$ cat src/radc_pkg.sv
package radc_pkg;

  localparam int MAX_DIGITS = 32;
  localparam int RESULT_CAP = 31;
  localparam int VALUE_W    = 31;
  localparam int RADIX_W    = 7;
  localparam int CHAR_W     = 7;
  localparam int DIGIT_W    = 6;
  localparam int RECIP_W    = 32;
  localparam int PROD_W     = VALUE_W + RECIP_W;
  localparam int IDX_W      = $clog2(MAX_DIGITS);
  localparam int CNT_W      = $clog2(MAX_DIGITS + 1);
  localparam int DATA_W     = 32;
  localparam int ADDR_W     = 3;
  localparam int REG_IDX_W  = ADDR_W - 2;

  localparam logic [REG_IDX_W-1:0] REG_RADIX   = '0;
  localparam logic [RADIX_W-1:0]   RADIX_RESET = 7'd10;
  localparam logic [RADIX_W-1:0]   RADIX_MIN   = 7'd2;
  localparam logic [RADIX_W-1:0]   RADIX_SMALL = 7'd16;
  localparam logic [RADIX_W-1:0]   RADIX_B64   = 7'd64;

  localparam logic [RECIP_W:0] RECIP_ONE = {1'b1, {RECIP_W{1'b0}}};

  typedef enum logic [2:0] {
    ST_IDLE,
    ST_MUL,
    ST_FIX,
    ST_EMIT,
    ST_ERR
  } radc_state_t;

  function automatic logic radix_ok(input logic [RADIX_W-1:0] r);
    return ((r >= RADIX_MIN) && (r <= RADIX_SMALL)) || (r == RADIX_B64);
  endfunction

  // floor(2^32 / r): quotient estimate is exact or one short
  function automatic logic [RECIP_W-1:0] radix_recip(input logic [RADIX_W-1:0] r);
    logic [RECIP_W-1:0] m;
    m = '0;
    case (r)
      7'd2:    m = RECIP_W'(RECIP_ONE / 2);
      7'd3:    m = RECIP_W'(RECIP_ONE / 3);
      7'd4:    m = RECIP_W'(RECIP_ONE / 4);
      7'd5:    m = RECIP_W'(RECIP_ONE / 5);
      7'd6:    m = RECIP_W'(RECIP_ONE / 6);
      7'd7:    m = RECIP_W'(RECIP_ONE / 7);
      7'd8:    m = RECIP_W'(RECIP_ONE / 8);
      7'd9:    m = RECIP_W'(RECIP_ONE / 9);
      7'd10:   m = RECIP_W'(RECIP_ONE / 10);
      7'd11:   m = RECIP_W'(RECIP_ONE / 11);
      7'd12:   m = RECIP_W'(RECIP_ONE / 12);
      7'd13:   m = RECIP_W'(RECIP_ONE / 13);
      7'd14:   m = RECIP_W'(RECIP_ONE / 14);
      7'd15:   m = RECIP_W'(RECIP_ONE / 15);
      7'd16:   m = RECIP_W'(RECIP_ONE / 16);
      7'd64:   m = RECIP_W'(RECIP_ONE / 64);
      default: m = '0;
    endcase
    return m;
  endfunction

  function automatic logic [CHAR_W-1:0] digit_ascii(input logic [DIGIT_W-1:0] d);
    logic [CHAR_W-1:0] c;
    if (d < 6'd10) begin
      c = 7'h30 + CHAR_W'(d);
    end else if (d < 6'd36) begin
      c = 7'h41 + CHAR_W'(d - 6'd10);
    end else if (d < 6'd62) begin
      c = 7'h61 + CHAR_W'(d - 6'd36);
    end else if (d == 6'd62) begin
      c = 7'h2B;
    end else begin
      c = 7'h2F;
    end
    return c;
  endfunction

endpackage

$ cat src/radix_digit_converter.sv
// radix_digit_converter: turns one unsigned 31-bit value into its digits in
// the base held in the radix register (2..16 or 64), sent as ASCII words
// most significant first, with out_last on the final word.
// input channel: in_value with in_valid/in_ready; output channel:
// out_digit_char, out_last, out_error with out_valid/out_ready.
// config: APB-style, radix at byte address 0; the user must write it only
// while idle, as the block itself does not enforce this. one shared
// multiply-by-reciprocal unit splits off each digit by a multiply, then a
// remainder fix-up, least significant first, into a small digit store;
// the digits are then read back in reverse, one word a cycle while the
// receiver takes them; the value zero gives one '0'.
// an unsupported radix gives a single word with out_error set, out_last
// set and character code 0, loaded once the output register is free.
// in_ready is high only while the sequencer is idle; the output register
// lets a new value be taken while the previous final word still waits.
// a stalled receiver simply holds the read-back where it is.
// reset (rst_n low, synchronous) empties the output and sets radix to 10.
module radix_digit_converter
  import radc_pkg::*;
(
  input  logic                 clk,
  input  logic                 rst_n,
  input  logic                 in_valid,
  output logic                 in_ready,
  input  logic [VALUE_W-1:0]   in_value,
  output logic                 out_valid,
  input  logic                 out_ready,
  output logic [CHAR_W-1:0]    out_digit_char,
  output logic                 out_last,
  output logic                 out_error,
  input  logic                 cfg_psel,
  input  logic                 cfg_penable,
  input  logic                 cfg_pwrite,
  input  logic [ADDR_W-1:0]    cfg_paddr,
  input  logic [DATA_W-1:0]    cfg_pwdata,
  output logic [DATA_W-1:0]    cfg_prdata,
  output logic                 cfg_pready
);

  radc_state_t          state_r, state_nxt;
  logic [RADIX_W-1:0]   radix_r;
  logic [VALUE_W-1:0]   val_r, val_nxt;
  logic [VALUE_W-1:0]   quo_r, quo_nxt;
  logic [CNT_W-1:0]     cnt_r, cnt_nxt;
  logic [IDX_W-1:0]     emit_idx_r, emit_idx_nxt;
  logic [DIGIT_W-1:0]   store_r [MAX_DIGITS];

  logic                 out_valid_r, out_valid_nxt;
  logic [CHAR_W-1:0]    out_char_r, out_char_nxt;
  logic                 out_last_r, out_last_nxt;
  logic                 out_error_r, out_error_nxt;

  logic                 in_fire;
  logic                 out_load;
  logic                 cfg_wr;
  logic [PROD_W-1:0]    prod;
  logic [RADIX_W-1:0]   qr_lo;
  logic [RADIX_W-1:0]   rem_raw;
  logic                 need_fix;
  logic [RADIX_W-1:0]   rem_fix;
  logic [VALUE_W-1:0]   quo_fix;
  logic                 store_wr;
  logic [CNT_W-1:0]     emit_n;

  // config port
  assign cfg_pready = 1'b1;
  assign cfg_wr     = cfg_psel && cfg_penable && cfg_pwrite && cfg_pready;
  assign cfg_prdata = (cfg_paddr[ADDR_W-1:2] == REG_RADIX)
                      ? DATA_W'(radix_r) : '0;

  always_ff @(posedge clk) begin
    if (!rst_n) begin
      radix_r <= RADIX_RESET;
    end else if (cfg_wr && (cfg_paddr[ADDR_W-1:2] == REG_RADIX)) begin
      radix_r <= cfg_pwdata[RADIX_W-1:0];
    end
  end

  assign in_ready = (state_r == ST_IDLE);
  assign in_fire  = in_valid && in_ready;
  assign out_load = ((state_r == ST_EMIT) || (state_r == ST_ERR))
                    && (!out_valid_r || out_ready);

  // shared divide unit: quotient estimate, then low-bit remainder fix-up
  assign prod     = PROD_W'(val_r) * PROD_W'(radix_recip(radix_r));
  assign qr_lo    = quo_r[RADIX_W-1:0] * radix_r;
  assign rem_raw  = val_r[RADIX_W-1:0] - qr_lo;
  assign need_fix = (rem_raw >= radix_r);
  assign rem_fix  = need_fix ? (rem_raw - radix_r) : rem_raw;
  assign quo_fix  = quo_r + VALUE_W'(need_fix);
  assign store_wr = (state_r == ST_FIX) && (cnt_r < CNT_W'(MAX_DIGITS));
  assign emit_n   = (cnt_r >= CNT_W'(RESULT_CAP)) ? CNT_W'(RESULT_CAP)
                    : (cnt_r + CNT_W'(store_wr));

  // next state
  always_comb begin
    state_nxt = state_r;
    case (state_r)
      ST_IDLE: begin
        if (in_fire) begin
          state_nxt = radix_ok(radix_r) ? ST_MUL : ST_ERR;
        end
      end
      ST_MUL: begin
        state_nxt = ST_FIX;
      end
      ST_FIX: begin
        state_nxt = (quo_fix == '0) ? ST_EMIT : ST_MUL;
      end
      ST_EMIT: begin
        if (out_load && (emit_idx_r == '0)) begin
          state_nxt = ST_IDLE;
        end
      end
      ST_ERR: begin
        if (out_load) begin
          state_nxt = ST_IDLE;
        end
      end
      default: begin
        state_nxt = ST_IDLE;
      end
    endcase
  end

  // datapath and outputs
  always_comb begin
    val_nxt       = val_r;
    quo_nxt       = quo_r;
    cnt_nxt       = cnt_r;
    emit_idx_nxt  = emit_idx_r;
    out_char_nxt  = out_char_r;
    out_last_nxt  = out_last_r;
    out_error_nxt = out_error_r;
    if (out_load) begin
      out_valid_nxt = 1'b1;
    end else if (out_ready) begin
      out_valid_nxt = 1'b0;
    end else begin
      out_valid_nxt = out_valid_r;
    end
    case (state_r)
      ST_IDLE: begin
        if (in_fire) begin
          val_nxt = radix_ok(radix_r) ? in_value : '0;
          cnt_nxt = '0;
        end
      end
      ST_MUL: begin
        quo_nxt = prod[PROD_W-1:RECIP_W];
      end
      ST_FIX: begin
        val_nxt = quo_fix;
        if (store_wr) begin
          cnt_nxt = cnt_r + CNT_W'(1);
        end
        emit_idx_nxt = IDX_W'(emit_n - CNT_W'(1));
      end
      ST_EMIT: begin
        if (out_load) begin
          out_char_nxt  = digit_ascii(store_r[emit_idx_r]);
          out_last_nxt  = (emit_idx_r == '0);
          out_error_nxt = 1'b0;
          if (emit_idx_r != '0) begin
            emit_idx_nxt = emit_idx_r - IDX_W'(1);
          end
        end
      end
      ST_ERR: begin
        if (out_load) begin
          out_char_nxt  = '0;
          out_last_nxt  = 1'b1;
          out_error_nxt = 1'b1;
        end
      end
      default: begin
      end
    endcase
  end

  always_ff @(posedge clk) begin
    if (!rst_n) begin
      state_r     <= ST_IDLE;
      out_valid_r <= 1'b0;
      val_r       <= '0;
      cnt_r       <= '0;
      emit_idx_r  <= '0;
    end else begin
      state_r     <= state_nxt;
      out_valid_r <= out_valid_nxt;
      val_r       <= val_nxt;
      cnt_r       <= cnt_nxt;
      emit_idx_r  <= emit_idx_nxt;
    end
  end

  always_ff @(posedge clk) begin
    quo_r       <= quo_nxt;
    out_char_r  <= out_char_nxt;
    out_last_r  <= out_last_nxt;
    out_error_r <= out_error_nxt;
    if (store_wr) begin
      store_r[cnt_r[IDX_W-1:0]] <= rem_fix[DIGIT_W-1:0];
    end
  end

  assign out_valid      = out_valid_r;
  assign out_digit_char = out_char_r;
  assign out_last       = out_last_r;
  assign out_error      = out_error_r;

  // the reciprocal estimate is never more than one short
  assert property (@(posedge clk) disable iff (!rst_n)
    (state_r == ST_FIX) |-> ({1'b0, rem_raw} < {radix_r, 1'b0}))
    else $error("quotient estimate off by more than one");

  assert property (@(posedge clk) disable iff (!rst_n)
    (out_valid_r && out_error_r) |-> (out_last_r && (out_char_r == '0)))
    else $error("error word not a lone zero final word");

  assert property (@(posedge clk) disable iff (!rst_n)
    cnt_r <= CNT_W'(MAX_DIGITS))
    else $error("digit count overflow");

  assert property (@(posedge clk) disable iff (!rst_n)
    (state_r == ST_MUL) |=> (state_r == ST_FIX))
    else $error("multiply step not followed by fix-up");

endmodule

$ cat config.mk
export PLATFORM = sky130hd
export DESIGN_NAME = radix_digit_converter
export DESIGN_NICKNAME = d
export VERILOG_FILES = /design/src/radc_pkg.sv /design/src/radix_digit_converter.sv
export SDC_FILE = /design/constraint.sdc
export NUM_CORES = 2
export LEC_CHECK = 0
export ABC_AREA = 1
export BUFFER_PORTS_ARGS = -buffer_cell sky130_fd_sc_hd__buf_2
export CELL_PAD_IN_SITES_DETAIL_PLACEMENT = 0
export CELL_PAD_IN_SITES_GLOBAL_PLACEMENT = 1
export CORE_MARGIN = 3
export CORE_UTILIZATION = 55
export DETAILED_ROUTE_END_ITERATION = 12
export GPL_TIMING_DRIVEN = 0
export HOLD_SLACK_MARGIN = 0.15
export PLACE_DENSITY = 0.94
export REMOVE_ABC_BUFFERS = 1
export SLEW_MARGIN = 25
export SYNTH_ARGS = -nofsm -noshare
export SYNTH_HDL_FRONTEND = slang
export SYNTH_SLANG_ARGS = --single-unit
$ cat constraint.sdc
create_clock -name clk -period 15.85 [get_ports clk]
set_input_delay 0.7925 -clock clk [delete_from_list [all_inputs] [get_ports clk]]
set_output_delay 0.7925 -clock clk [all_outputs]
set_load 0.01 [all_outputs]
# Word-level counts from Yosys, hierarchy flattened
# Memories as Yosys holds them, arrays and structs flattened. A register that Yosys moved wholly into a read port is not among the register bits.
# Cells that the tools add are included.
dict set report op_classes {
  addsub 12
  mul 2
  magnitude_cmp 8
  eq_ne 27
  mux 37
  n_bitwise 1
  n_reduce_logical 25
}
# cell n
set op_table {}
lappend op_table {{32-bit case mux with 16 select lines} 1}
lappend op_table {{31-bit by 32-bit multiplier with 63-bit output} 1}
lappend op_table {{31-bit two-way mux} 2}
lappend op_table {{31-bit case mux with 2 select lines} 1}
lappend op_table {{7-bit by 4-bit equality test with 1-bit output (second input constant)} 8}
lappend op_table {{7-bit two-way mux} 6}
lappend op_table {{31-bit by 1-bit adder with 31-bit output} 1}
lappend op_table {{31-bit logical NOT} 1}
lappend op_table {{7-bit by 3-bit equality test with 1-bit output (second input constant)} 4}
lappend op_table {{5-bit two-way mux} 5}
lappend op_table {{6-bit less-than comparator (second input constant)} 3}
lappend op_table {{6-bit two-way mux} 3}
lappend op_table {{3-bit two-way mux} 5}
lappend op_table {{3-bit case mux with 5 select lines} 1}
lappend op_table {{7-bit adder (first input constant)} 2}
lappend op_table {{7-bit by 2-bit equality test with 1-bit output (second input constant)} 2}
lappend op_table {{7-bit case mux with 2 select lines} 1}
lappend op_table {{6-bit case mux with 2 select lines} 1}
lappend op_table {{3-bit AND reduction} 4}
lappend op_table {{5-bit case mux with 2 select lines} 1}
lappend op_table {{5-bit by 1-bit subtractor with 5-bit output (second input constant)} 2}
lappend op_table {{1-bit logical AND} 8}
lappend op_table {{2-bit nonzero test} 4}
lappend op_table {{6-bit by 6-bit adder with 7-bit output (first input constant)} 1}
lappend op_table {{30 further kinds} 44}
dict set report totals {
  ff_bits 93
  ram_bits 192
  out_inout_bits 44
  elab_cells 123
  memories 1
}
# name words width rd rd_ports_with_merged_regs wr line_no
set mem_list {}
lappend mem_list {store_r 32 6 1 1 1 radix_digit_converter.sv:46} ;# logic [DIGIT_W-1:0] store_r [MAX_DIGITS];

# Longest topological paths before layout
dict set report depth {
  depth_word 8
  depth_mapped 44
  mapped_depth_nobuf 43
}

# Least setup slack after synthesis
# Ideal clock, no wire load.
dict set report synth_path {
  kind {register -> register}
  from {reg radix_r[3]}
  to {reg quo_r[22], data pin}
  setup_ps 252
  t_arrival_ps 7266
  required_ps 15598
  slack_ps 8331
  stages_incl_launch_ff 36
  n_path_buf 3
  period_less_slack_ps 7519
  cell_sequence {dfxtp_1 buf_2 nand2_1 inv_1 nand2_2 nor2_1 nor2_1 inv_1 nor2_1 nand2_2 or2_1 clkbuf_1 buf_2 nand2_1 inv_1 fa_1 inv_1 fa_1 fa_1 fa_1 inv_1 fa_1 fa_1 fa_1 inv_1 fa_1 inv_1 ha_1 a21oi_1 o21ai_0 a21oi_1 a21boi_0 o221a_2 nand2_1 nand2_1 nand2_1}
}
dict set report synth_between {
  elab_chain_cells 3
}
# item line_no
set synth_lines {}
lappend synth_lines {{start: declaration} radix_digit_converter.sv:41} ;# logic [RADIX_W-1:0] radix_r;
lappend synth_lines {{start signal: assignment} radix_digit_converter.sv:75} ;# radix_r <= cfg_pwdata[RADIX_W-1:0];
lappend synth_lines {{7-bit equality test, or another cell as far along} radc_pkg.sv:41} ;# case (r)
lappend synth_lines {{32-bit case mux with 16 select lines *} radc_pkg.sv:41}
lappend synth_lines {{31-bit by 32-bit multiplier with 63-bit output *} radix_digit_converter.sv:85} ;# assign prod = PROD_W'(val_r) * PROD_W'(radix_recip(radix_r));
lappend synth_lines {{via prod[54]} radix_digit_converter.sv:56} ;# logic [PROD_W-1:0] prod;
lappend synth_lines {{end signal: assignment} radix_digit_converter.sv:198} ;# quo_r <= quo_nxt;
lappend synth_lines {{end: declaration} radix_digit_converter.sv:43} ;# logic [VALUE_W-1:0] quo_r, quo_nxt;
# Mark *: on every way through the listed nets, which the timed path passes. The rest lies on a longest branch.
# A chain may end at the register's enable or synchronous reset.

# Worst setup path after layout
dict set report layout_path {
  from {reg radix_r[0]}
  to {reg quo_r[20], data pin}
}
# The elaborated chain is that of the path after synthesis.

==> flow_metrics.py <==
metrics = {
    "outcome": {
        "outcome": "finished clean",
    },
    "placement": {
        "portBuffers": 63,
        "placed_area_mm2": 0.0470,
        "placed_cells": 6265,
        "place_hpwl_um": 126000,
        "place_congestion": 1.06,
    },
    "detailed_routing": {
        "vias": 36500,
        "vias_per_cell": 5.77,
        "drc_errors": 0,
        "postRouteAntennaNets": 0,
        "firstDrtPassIters": 5,
        "routed_wl_um": 157000,
        "drt_iter0_drc": 4026,
        "wire_per_inst_um": 24.7,
    },
    "sta": {
        "setup_violations": 0,
        "worst_slew_pin_slew_ps": 1130,
        "post-route-period-util_pct": 70.0,
        "hold_viol": 0,
        "fmax_mhz": 90.2,
        "slew_viol_final": 0,
        "whs_ps": 414,
        "min_period_ps": 11090,
        "finalClockSkew_ps": 28.7,
        "rsz0062_at_grt": "false",
        "relSlewSlack_pct": 24.4,
    },
    "floorplan": {
        "rows": 105,
        "initial_core_util_pct": 55.6,
        "io_pins": 117,
        "core_mm2": 0.0821,
        "die_w_um": 294,
        "die_area_mm2": 0.0865,
        "die_h_um": 294,
    },
    "critical_path": {
        "critPathSlowestCell": "dfxtp_1",
        "cp.required_ps": 16240,
        "worstPathArrival_ps": 11480,
        "rr_worst_depth": 34,
        "crit_path_end_kind": "register",
        "cp_common_cell": "fa_1",
        "crit_fanout": 32,
        "startpoint_type": "register",
        "slowest_delay_ps": 750,
        "crit_type": "reg2reg",
    },
    "cts": {
        "clk_pin_slew_ps": 70,
        "post-cts-setup-buffers": 0,
        "clock_path_buffers": 3,
        "cts_sinks": 290,
        "cts_tree": "built",
        "cts_hold_buf": 0,
        "cts_root_buf": "clkbuf_16",
        "clock_latency_ps": 600,
        "cts_max_level": 1,
        "postCtsResizedCells": 0,
        "cts_made_buffers": 31,
    },
    "finish": {
        "regArea_mm2": 0.00814,
        "nets": 6469,
        "post-route-util_pct": 58.7,
        "design_area_mm2": 0.0482,
        "multi_input_area_mm2": 0.0320,
        "finalNonFillerCells": 6326,
        "syn_to_final_growth_pct": 5.54,
        "drive_above_1_share_pct": 4.47,
        "fillers": 7282,
    },
    "synth": {
        "synth.yosys.seq_area_share_pct": 17.8,
        "yosys-top-cells-area": "fa_1 (38%), edfxtp_1 (15%), inv_1 (10%), ha_1 (8.2%), nand2_1 (8.1%)",
        "syn_inst": 5291,
        "yosysTopAreaCell": "fa_1",
        "muxShareOfSynthArea_pct": 0.0219,
        "synth-xor-area-share_pct": 1.52,
        "synth_common_cells": "inv_1 (1,217), nand2_1 (988), fa_1 (868), nor2_1 (606), ha_1 (300)",
        "synth_edf_count": 232,
        "async_reset_ff_share_pct": 0,
        "synth_top_area_share_pct": 38.1,
        "synth_cell_types": 56,
        "postSynthAreaPerCell_um2": 8.63,
        "synthSimpleGateAreaFrac_pct": 16.6,
        "yosysWarnings": 0,
        "synthAdderAreaFrac_pct": 46.3,
        "synth-seq-cells": 290,
        "synth_top_family_by_area": "adder cells",
        "synth_ff_type": "edfxtp_1",
        "yosysMostFrequentCell": "inv_1",
        "synth-compound-area-share_pct": 5.14,
        "synth_area_mm2": 0.0456,
    },
    "grt": {
        "grt.overflow.total": 0,
        "grt_pass1_wl_um": 233000,
        "antenna_found_initial": 4,
        "grt_max_degree": 97,
        "grt_pass1_vias": 37100,
        "grt.total_usage_pct": 37.0,
    },
    "min_path": {
        "hold_depth": 3,
        "hold_class": "in2reg",
    },
    "job": {
        "maxCapViolations": 0,
    },
}
## critical path, delay by kind of cell, from the launching register on
family,cells,cell delay [ps]
xor+xnor,1,330
simple gates,13,2780
compound gates,2,570
flops,1,750
fa+ha+maj,9,4690
buf+inv,9,1710
## layout make-up
type | count | area share [%]
multi-input combinational | 3557 | 66.5
tap | 1070 | 2.78
timing repair buffer | 87 | 1.65
clock inverter | 20 | 0.618
inverter | 1261 | 9.84
clock buffer | 38 | 1.71
sequential | 290 | 16.9
antenna | 3 | 0.0156
## registers in the layout, summed over array words and instances (netlist names), named ones only
name	count
out_last	1
quo_r	31
state_r	3
out_error	1
radix_r	7
out_digit_char	7
store_r	192
out_valid	1
cnt_r	6
emit_idx_r	5
val_r	31
## per-layer routing
metal	vias up	wire length, µm	track usage [%]
li1	15700	-	-
met5	-	59	0
met1	17900	58300	49.0
met4	7	10400	19.2
met2	2364	66500	54.4
met3	555	21300	12.5
## cells by family (layout without fill, tap and decap cells)
group / count (synthesis) / count (layout)
adder cells (fa/ha/maj): 1168 / 1168
flip-flops: 290 / 290
XOR/XNOR: 79 / 79
buffers and inverters: 1468 / 1406
multiplexers: 1 / 1
AND/OR/NAND/NOR: 1884 / 1884
AO/OA/AOI/OAI: 399 / 399
other: 2 / 29
## worst paths after layout
| check | end | slack (ps) | startpoint |
|---|---|---|---|
| hold reg to reg | register | 510 | emit_idx_r[0]$_SDFFE_PN0P_ |
| setup reg to reg | quo_r[20]$_DFFE_PP_ | 4760 | radix_r[0]$_SDFFE_PN0P_ |
| hold / removal | radix_r[1]$_SDFFE_PN1P_ | 410 | cfg_pwdata[1] |
| setup / recovery | quo_r[20]$_DFFE_PP_ | 4760 | radix_r[0]$_SDFFE_PN0P_ |
## cells in the final DEF, fill, tap and decap left out, drive strengths merged, types with 2 or more instances in the layout
cell type  synthesis  final
xor2              54     54
o211ai             9      9
nand4             13     13
buf               98     87
o21bai             9      9
dfxtp             58     58
a211oi             5      5
o21ai            117    117
o221a              3      3
o21a              15     15
ha               300    300
and3               4      4
diode              0      3
or2                3      3
a21oi            153    153
a21boi             3      3
nand3            201    201
inv             1242   1247
clkbuf           109     38
edfxtp           232    232
nand3b             5      5
conb               2     26
nor4               6      6
a221oi            25     25
clkinv            19     24
fa               868    868
o22ai              2      2
bufinv             0      6
a31oi             38     38
xnor2             25     25
clkinvlp           0      4
nor3b              2      2
o2111ai            3      3
o31ai              9      9
a31o               3      3
nor3              35     35
nand2            996    996
a21o               2      2
nor2             619    619
## stage by stage
step | setup slack [ps] | TNS [ps]
5_1_grt | 4580 | 0
3_5_place_dp | 5090 | 0
4_1_cts | 5040 | 0
6_report | 4760 | 0
2_1_floorplan | 6530 | 0
3_3_place_gp | -2040 | -53780
Power is left out: the tool's default activity adds up to more than one toggle a clock period on the data nets, which glitch-free logic cannot reach.
